### src/rtl/abtt_pkg.sv
// Package for the array binary tree traversal block.
// Holds the request/result types, opcode and order codes, and the control ROM.
// No dependencies.
package abtt_pkg;

    localparam int NODE_W        = 4;
    localparam int VAL_W         = 32;
    localparam int DEFAULT_NODES = 16;
    localparam int MAX_STORE     = 1 << NODE_W;

    // request opcodes
    localparam logic OP_LOAD = 1'b0;
    localparam logic OP_WALK = 1'b1;

    // walk orders; ORD_NONE never matches a valid order
    localparam logic [1:0] ORD_PRE  = 2'd0;
    localparam logic [1:0] ORD_IN   = 2'd1;
    localparam logic [1:0] ORD_POST = 2'd2;
    localparam logic [1:0] ORD_NONE = 2'd3;

    // sequencer steps
    localparam int STEP_W = 3;
    localparam logic [STEP_W-1:0] ST_IDLE  = 3'd0;
    localparam logic [STEP_W-1:0] ST_LEFT  = 3'd1;
    localparam logic [STEP_W-1:0] ST_RIGHT = 3'd2;
    localparam logic [STEP_W-1:0] ST_UP    = 3'd3;
    localparam logic [STEP_W-1:0] ST_FLUSH = 3'd4;

    // datapath actions
    localparam logic [2:0] ACT_NONE  = 3'd0;
    localparam logic [2:0] ACT_LEFT  = 3'd1;
    localparam logic [2:0] ACT_RIGHT = 3'd2;
    localparam logic [2:0] ACT_CLIMB = 3'd3;
    localparam logic [2:0] ACT_FLUSH = 3'd4;

    typedef struct packed {
        logic                    opcode;
        logic [NODE_W-1:0]       node_index;
        logic signed [VAL_W-1:0] node_value;
        logic [1:0]              walk_order;
    } abtt_req_t;

    typedef struct packed {
        logic signed [VAL_W-1:0] visited_value;
        logic                    last_of_walk;
    } abtt_rsp_t;

    // hit: child present / climb reached the start node
    // miss: child absent / climb from a left child
    // alt: climb from a right child
    typedef struct packed {
        logic [1:0]        emit_ord;
        logic [2:0]        act;
        logic [STEP_W-1:0] nxt_hit;
        logic [STEP_W-1:0] nxt_miss;
        logic [STEP_W-1:0] nxt_alt;
    } ucode_t;

    function automatic ucode_t ucode_rom(input logic [STEP_W-1:0] step);
        ucode_t uw;
        unique case (step)
            ST_LEFT:  uw = '{ORD_PRE,  ACT_LEFT,  ST_LEFT,  ST_RIGHT, ST_RIGHT};
            ST_RIGHT: uw = '{ORD_IN,   ACT_RIGHT, ST_LEFT,  ST_UP,    ST_UP};
            ST_UP:    uw = '{ORD_POST, ACT_CLIMB, ST_FLUSH, ST_RIGHT, ST_UP};
            ST_FLUSH: uw = '{ORD_NONE, ACT_FLUSH, ST_IDLE,  ST_IDLE,  ST_IDLE};
            default:  uw = '{ORD_NONE, ACT_NONE,  ST_IDLE,  ST_IDLE,  ST_IDLE};
        endcase
        return uw;
    endfunction

endpackage

### src/rtl/array_binary_tree_traversal.sv
// Top level of the array binary tree traversal block: node store, step sequencer
// driven by the control ROM, and result register. Depends on abtt_pkg.
//
// Channel  | Direction | Handshake                         | Payload
// ---------+-----------+-----------------------------------+-----------
// request  | in        | start high while busy low         | req
// result   | out       | result_valid high for one cycle   | result
//
// A load request gives no result. A walk request passes through the three
// sequencer steps (left, right, up) on each visited node, then a flush step.
// Each result is held back one visit so the final one can carry last_of_walk.
// Reset clears the node store and the sequencer; the receiver cannot stall,
// so results never wait.
module array_binary_tree_traversal
    import abtt_pkg::*;
#(
    parameter int NODES = DEFAULT_NODES
) (
    input  logic      clk,
    input  logic      rst_n,
    input  logic      start,
    input  abtt_req_t req,
    output logic      busy,
    output logic      result_valid,
    output abtt_rsp_t result
);

    localparam int DEPTH = (NODES < MAX_STORE) ? NODES : MAX_STORE;
    localparam int AW    = $clog2(DEPTH);

    logic signed [VAL_W-1:0] store_reg [DEPTH];

    logic [STEP_W-1:0]       step_reg, step_next;
    logic [NODE_W-1:0]       cur_reg, cur_next;
    logic [NODE_W-1:0]       root_reg, root_next;
    logic [1:0]              order_reg, order_next;
    logic                    pend_valid_reg, pend_valid_next;
    logic signed [VAL_W-1:0] pend_val_reg, pend_val_next;
    logic                    result_valid_reg, result_valid_next;
    abtt_rsp_t               result_reg, result_next;

    ucode_t                  uw;
    logic                    accept;
    logic                    do_load;
    logic                    walk_ok;
    logic [NODE_W:0]         probe;
    logic                    probe_hit;
    logic signed [VAL_W-1:0] cur_val;
    logic                    emit;

    assign uw      = ucode_rom(step_reg);
    assign busy    = (step_reg != ST_IDLE);
    assign accept  = start && !busy;
    assign do_load = accept && (req.opcode == OP_LOAD) && (req.node_index != '0)
                     && (32'(req.node_index) < DEPTH);
    assign walk_ok = (req.node_index != '0) && (32'(req.node_index) < DEPTH)
                     && (req.walk_order != ORD_NONE);

    // child index: cur*2 for left, cur*2+1 for right
    assign probe     = {cur_reg, (uw.act == ACT_RIGHT)};
    assign probe_hit = (32'(probe) < DEPTH) && (store_reg[probe[AW-1:0]] != '0);
    assign cur_val   = store_reg[cur_reg[AW-1:0]];
    assign emit      = (uw.emit_ord == order_reg);

    always_comb
    begin
        step_next         = step_reg;
        cur_next          = cur_reg;
        root_next         = root_reg;
        order_next        = order_reg;
        pend_valid_next   = pend_valid_reg;
        pend_val_next     = pend_val_reg;
        result_valid_next = 1'b0;
        result_next       = result_reg;

        if (accept && (req.opcode == OP_WALK) && walk_ok)
        begin
            cur_next   = req.node_index;
            root_next  = req.node_index;
            order_next = req.walk_order;
            step_next  = ST_LEFT;
        end

        // hold the newest visit back; release the one before it
        if (emit)
        begin
            result_valid_next = pend_valid_reg;
            result_next       = '{pend_val_reg, 1'b0};
            pend_valid_next   = 1'b1;
            pend_val_next     = cur_val;
        end

        case (uw.act) inside
            ACT_LEFT, ACT_RIGHT:
            begin
                if (probe_hit)
                begin
                    cur_next  = probe[NODE_W-1:0];
                    step_next = uw.nxt_hit;
                end
                else
                begin
                    step_next = uw.nxt_miss;
                end
            end
            ACT_CLIMB:
            begin
                if (cur_reg == root_reg)
                begin
                    step_next = uw.nxt_hit;
                end
                else
                begin
                    cur_next  = {1'b0, cur_reg[NODE_W-1:1]};
                    step_next = cur_reg[0] ? uw.nxt_alt : uw.nxt_miss;
                end
            end
            ACT_FLUSH:
            begin
                result_valid_next = pend_valid_reg;
                result_next       = '{pend_val_reg, 1'b1};
                pend_valid_next   = 1'b0;
                step_next         = uw.nxt_hit;
            end
            default:
            begin
            end
        endcase
    end

    always_ff @(posedge clk or negedge rst_n)
    begin
        if (!rst_n)
        begin
            step_reg         <= ST_IDLE;
            pend_valid_reg   <= 1'b0;
            result_valid_reg <= 1'b0;
        end
        else
        begin
            step_reg         <= step_next;
            pend_valid_reg   <= pend_valid_next;
            result_valid_reg <= result_valid_next;
        end
    end

    always_ff @(posedge clk)
    begin
        cur_reg      <= cur_next;
        root_reg     <= root_next;
        order_reg    <= order_next;
        pend_val_reg <= pend_val_next;
        result_reg   <= result_next;
    end

    always_ff @(posedge clk or negedge rst_n)
    begin
        if (!rst_n)
        begin
            for (int i = 0; i < DEPTH; i++)
            begin
                store_reg[i] <= '0;
            end
        end
        else if (do_load)
        begin
            store_reg[req.node_index[AW-1:0]] <= req.node_value;
        end
    end

    assign result_valid = result_valid_reg;
    assign result       = result_reg;

endmodule
### config.mk
export PLATFORM = sky130hd
export DESIGN_NAME = array_binary_tree_traversal
export DESIGN_NICKNAME = d
export VERILOG_FILES = /design/src/rtl/abtt_pkg.sv /design/src/rtl/array_binary_tree_traversal.sv
export SDC_FILE = /design/constraint.sdc
export NUM_CORES = 1
export LEC_CHECK = 0
export BUFFER_PORTS_ARGS = -buffer_cell sky130_fd_sc_hd__buf_2
export CORE_ASPECT_RATIO = 1.25
export CORE_UTILIZATION = 25
export CTS_CLUSTER_SIZE = 24
export DETAILED_ROUTE_END_ITERATION = 10
export REMOVE_ABC_BUFFERS = 1
export SLEW_MARGIN = 20
export SYNTH_ARGS = -nofsm -noshare
export SYNTH_HDL_FRONTEND = slang
export SYNTH_SLANG_ARGS = --single-unit
export TNS_END_PERCENT = 30
### constraint.sdc
create_clock -name clk -period 3.8 [get_ports clk]
set_clock_uncertainty 0.15 [all_clocks]
set_input_delay 0.57 -clock clk [delete_from_list [all_inputs] [get_ports clk]]
set_output_delay 0.57 -clock clk [all_outputs]
set_load 0.01 [all_outputs]
==> metrics.md <==
| Metric | Value |
|---|---|
| Synth warn | `0` |
| Synthesized flop and latch total | `between 500 and 600` |
| Number of synthesized flops with an enable pin | `38` |
| Gpl congestion | `0.890` |
| Total GRT Usage | `between 10% and 20%` |
| Largest net degree at the start of global routing | `83` |
| Worst path bufs/invs | `2` |
| Syn avg cell area | `15.3 um2` |
| WL per Instance | `24.5 um` |
| Pwr per Cell Area | `775 nW/um2` |
| IO Count | `77` |
| CTS clk-pin slew, worst paths | `60 ps` |
| Final Core Density | `roughly 29%` |
| Antenna cells | `0` |
| Fin nets | `1836` |
| Status | `finished clean` |
| Residual DRC | `0` |
| Multiplexer share of the synthesized area | `35.3%` |
| Register area share after synthesis | `55.2%` |
| First-pass GRT wire length | `roughly 120 mm` |
| CORE AREA | `about 110000 um2` |
| DIE AREA | `109000 um2` |
| Total Wirelength | `~80 mm` |
| Ys async rst share | `87.3%` |
| Post-synth cell types | `54` |
| Critical Path End Type | `register` |
| Initial antenna violation count | `5` |
| Vias | `around 16k` |
| Fmax | `290 MHz` |
| Worst ir drop on vdd | `0.000374 V` |
| Crit path top cell by count | `buf_4` |
| Synth Area in Simple Gates | `5.57%` |
| CP peak stage delay | `roughly 610 ps` |
| Post-route ant nets | `0` |
| Critical path class | `reg2reg` |
| Tcrit/Tclk final | `90.9%` |
| P&R area growth vs syn | `15.3%` |
| Max Cap Violations | `0` |
| Initial Utilization | `25.2%` |
| Worst slew pin tran | `1140 ps` |
| Worst hold-check path type | `in2reg` |
| Total clock sinks | `592` |
| Post-synthesis xor/xnor area fraction | `0.130%` |
| Slew Limit Fails | `0` |
| Final hold violations | `0` |
| Rows | `134` |
| Cell family with most CP delay | `compound AO/OA/AOI/OAI gates` |
| Crit-path cells | `buf_4 > or3b_4 > nand4_1 > nor4_1 > o31ai_1 > o32ai_1 > buf_4 > a221oi_2 > nand2b_1 > a21o_1` |
| Largest family of logic cells by synthesized area | `multiplexers` |
| Final setup violation count | `0` |
| WP data required | `4150 ps` |
| Grt ovf | `0` |
| Slew HR | `23.5%` |
| Chip width | `295 um` |
| LEAKAGE | `between 0.01 and 0.015 uW` |
| Die height | `368 um` |
| HPWL after DPL | `between 50 and 60 mm` |
| Arr. time, crit path | `3800 ps` |
| Startpoint types | `register` |
| PortBufs | `between 70 and 80` |
| CTS Root Buffer Type | `clkbuf_16` |
| Main synth FF type | `dfrtp_1` |
| CTS Buf Count | `59` |
| Cell Area, Synth | `26900 um2` |
| Crit-path slowest cell | `o31ai_1` |
| 1st-iter DRT viols | `a little over 1k` |
| H-tree Lvls | `2` |
| Clk_lat worst skew | `between 600 and 700 ps` |
| First-pass DRT Iterations | `5` |
| Layout cells sized above 1 | `49.9%` |
| Max clock buf depth | `3` |
| Fin crit period | `between 3000 and 4000 ps` |
| RSZ-0062 raised after global routing | `false` |
| Post-synthesis compound-gate area fraction | `1.34%` |
| Adder-Cell Fraction of Synth Area | `0%` |
| CTS tree | `built` |
| Via density | `approximately 5` |
| PnR worst setup slack | `between 300 and 400 ps` |
| Vias in the first global route | `around 17k` |
| Crit-path max FO | `13` |
| Pre-CTS setup slack | `approximately 410 ps` |
| Max FFs per register | `512` |
| Mapped Cells | `between 1.5k and 2k` |
path summary, 6_finish.rpt:
| check | slack (ps) | depth (start not counted) | startpoint | to |
|---|---|---|---|---|
| worst max-delay path | 350 | 10 | step_reg[2]$_DFFE_PN0P_ | step_reg[1]$_DFFE_PN0P_ |
| worst min-delay path | 100 | 1 | req[36] | root_reg[2]$_DFFE_PP_ |
| worst max register to register | 350 | 10 | step_reg[2]$_DFFE_PN0P_ | step_reg[1]$_DFFE_PN0P_ |
| worst min register to register | 250 | 0 | store_reg[496]$_DFFE_PN0P_ | store_reg[496]$_DFFE_PN0P_ |
| max in group asynchronous | 2140 | 3 | rst_n | store_reg[460]$_DFFE_PN0P_ |
| min in group asynchronous | 400 | 2 | rst_n | store_reg[157]$_DFFE_PN0P_ |
cells in the mapped netlist, drive strengths merged, types with 5 or more instances:
| cell type | count | area share, % |
|---|---|---|
| buf | 68 | 1.1 |
| or4 | 5 | 0.14 |
| nor2 | 42 | 0.60 |
| nand2 | 31 | 0.43 |
| clkbuf | 95 | 1.3 |
| dfxtp | 37 | 2.8 |
| nand2b | 6 | 0.14 |
| nand4 | 29 | 0.68 |
| nor4b | 7 | 0.23 |
| nor3 | 22 | 0.45 |
| a21oi | 8 | 0.16 |
| nor4 | 99 | 2.3 |
| o21ai | 14 | 0.26 |
| mux2 | 514 | 22 |
| edfxtp | 38 | 4.2 |
| mux2i | 5 | 0.19 |
| dfrtp | 517 | 48 |
| nand3 | 11 | 0.20 |
| mux4 | 162 | 14 |
worst register-to-register path: stages, from the launching register on:
cell	delay (ps)
dfrtp_1	510
buf_4	240
or3b_4	550
nand4_1	150
nor4_1	60
o31ai_1	610
o32ai_1	210
buf_4	190
a221oi_2	400
nand2b_1	100
a21o_1	180
layout make-up:
class	instances	area, um2
well taps	1428	1790
clock inverters	15	104
clock buffers	94	1820
flip-flops and latches	592	14800
fillers	10700	75700
repair buffers	135	978
inverters	4	15.0
multi-input cells	1002	11400
metrics by stage:
| stage | total power (uW) | std cells | area, um2 | hold WS (ps) | setup TNS [ps] |
|---|---|---|---|---|---|
| 6_report | 24000 | 3270 | 31000 | 99.1 | 0 |
| 5_1_grt | 25100 | 3270 | 31000 | 81.5 | 0 |
| 4_1_cts | 24200 | 3270 | 31000 | 56.9 | 0 |
| 3_5_place_dp | 18400 | 3158 | 29000 | 238 | 0 |
| 3_3_place_gp | 18100 | 3158 | 29000 | 232 | 0 |
| 2_1_floorplan | 14800 | 1598 | 26200 | 124 | -140610 |
cell usage in the layout (no fill, tap or decap), types with 3 or more instances in the layout:
cell,instances
a21o_1,3
a21oi_1,6
a22oi_1,3
and3_1,3
buf_12,11
buf_2,75
buf_4,45
clkbuf_1,17
clkbuf_16,62
clkbuf_8,15
clkinv_2,13
dfrtp_1,517
dfxtp_1,33
dlygate4sd3_1,3
edfxtp_1,38
inv_1,4
mux2_2,511
mux2i_1,5
mux4_2,162
nand2_1,30
nand2b_1,6
nand3_1,7
nand3_2,4
nand4_1,29
nor2_1,41
nor2b_1,4
nor3_1,20
nor4_1,98
nor4b_1,7
o211ai_1,4
o21ai_0,13
or4_1,5
xnor2_1,4
what timing repair did:
action,CTS,global route
endpoints found under the hold margin,73,0
gates resized for setup,0,0
setup buffers,0,0
hold buffers,3,0
power breakdown:
group | internal, uW | total, uW | switching [uW]
combinational | 4120 | 8120 | 3990
sequential | 8340 | 10100 | 1730
clock | 3330 | 5820 | 2490
total | 15800 | 24000 | 8210
kinds of logic (layout without fill, tap and decap cells):
logic type | after synthesis | after routing
multiplexers | 681 | 681
buffers and inverters | 167 | 248
XOR/XNOR | 4 | 4
AO/OA/AOI/OAI | 51 | 51
flip-flops | 592 | 592
AND/OR/NAND/NOR | 266 | 266
layer usage:
metal / GRT usage [%] / routed length [um] / vias up
met2: 25.7 / 41200 / 411
met1: 17.8 / 31800 / 8921
li1: - / - / 6803
met3: 2.63 / 3550 / 130
met4: 5.96 / 3440 / 10
met5: 0 / 63 / -
(Power assumes the default switching activity.)
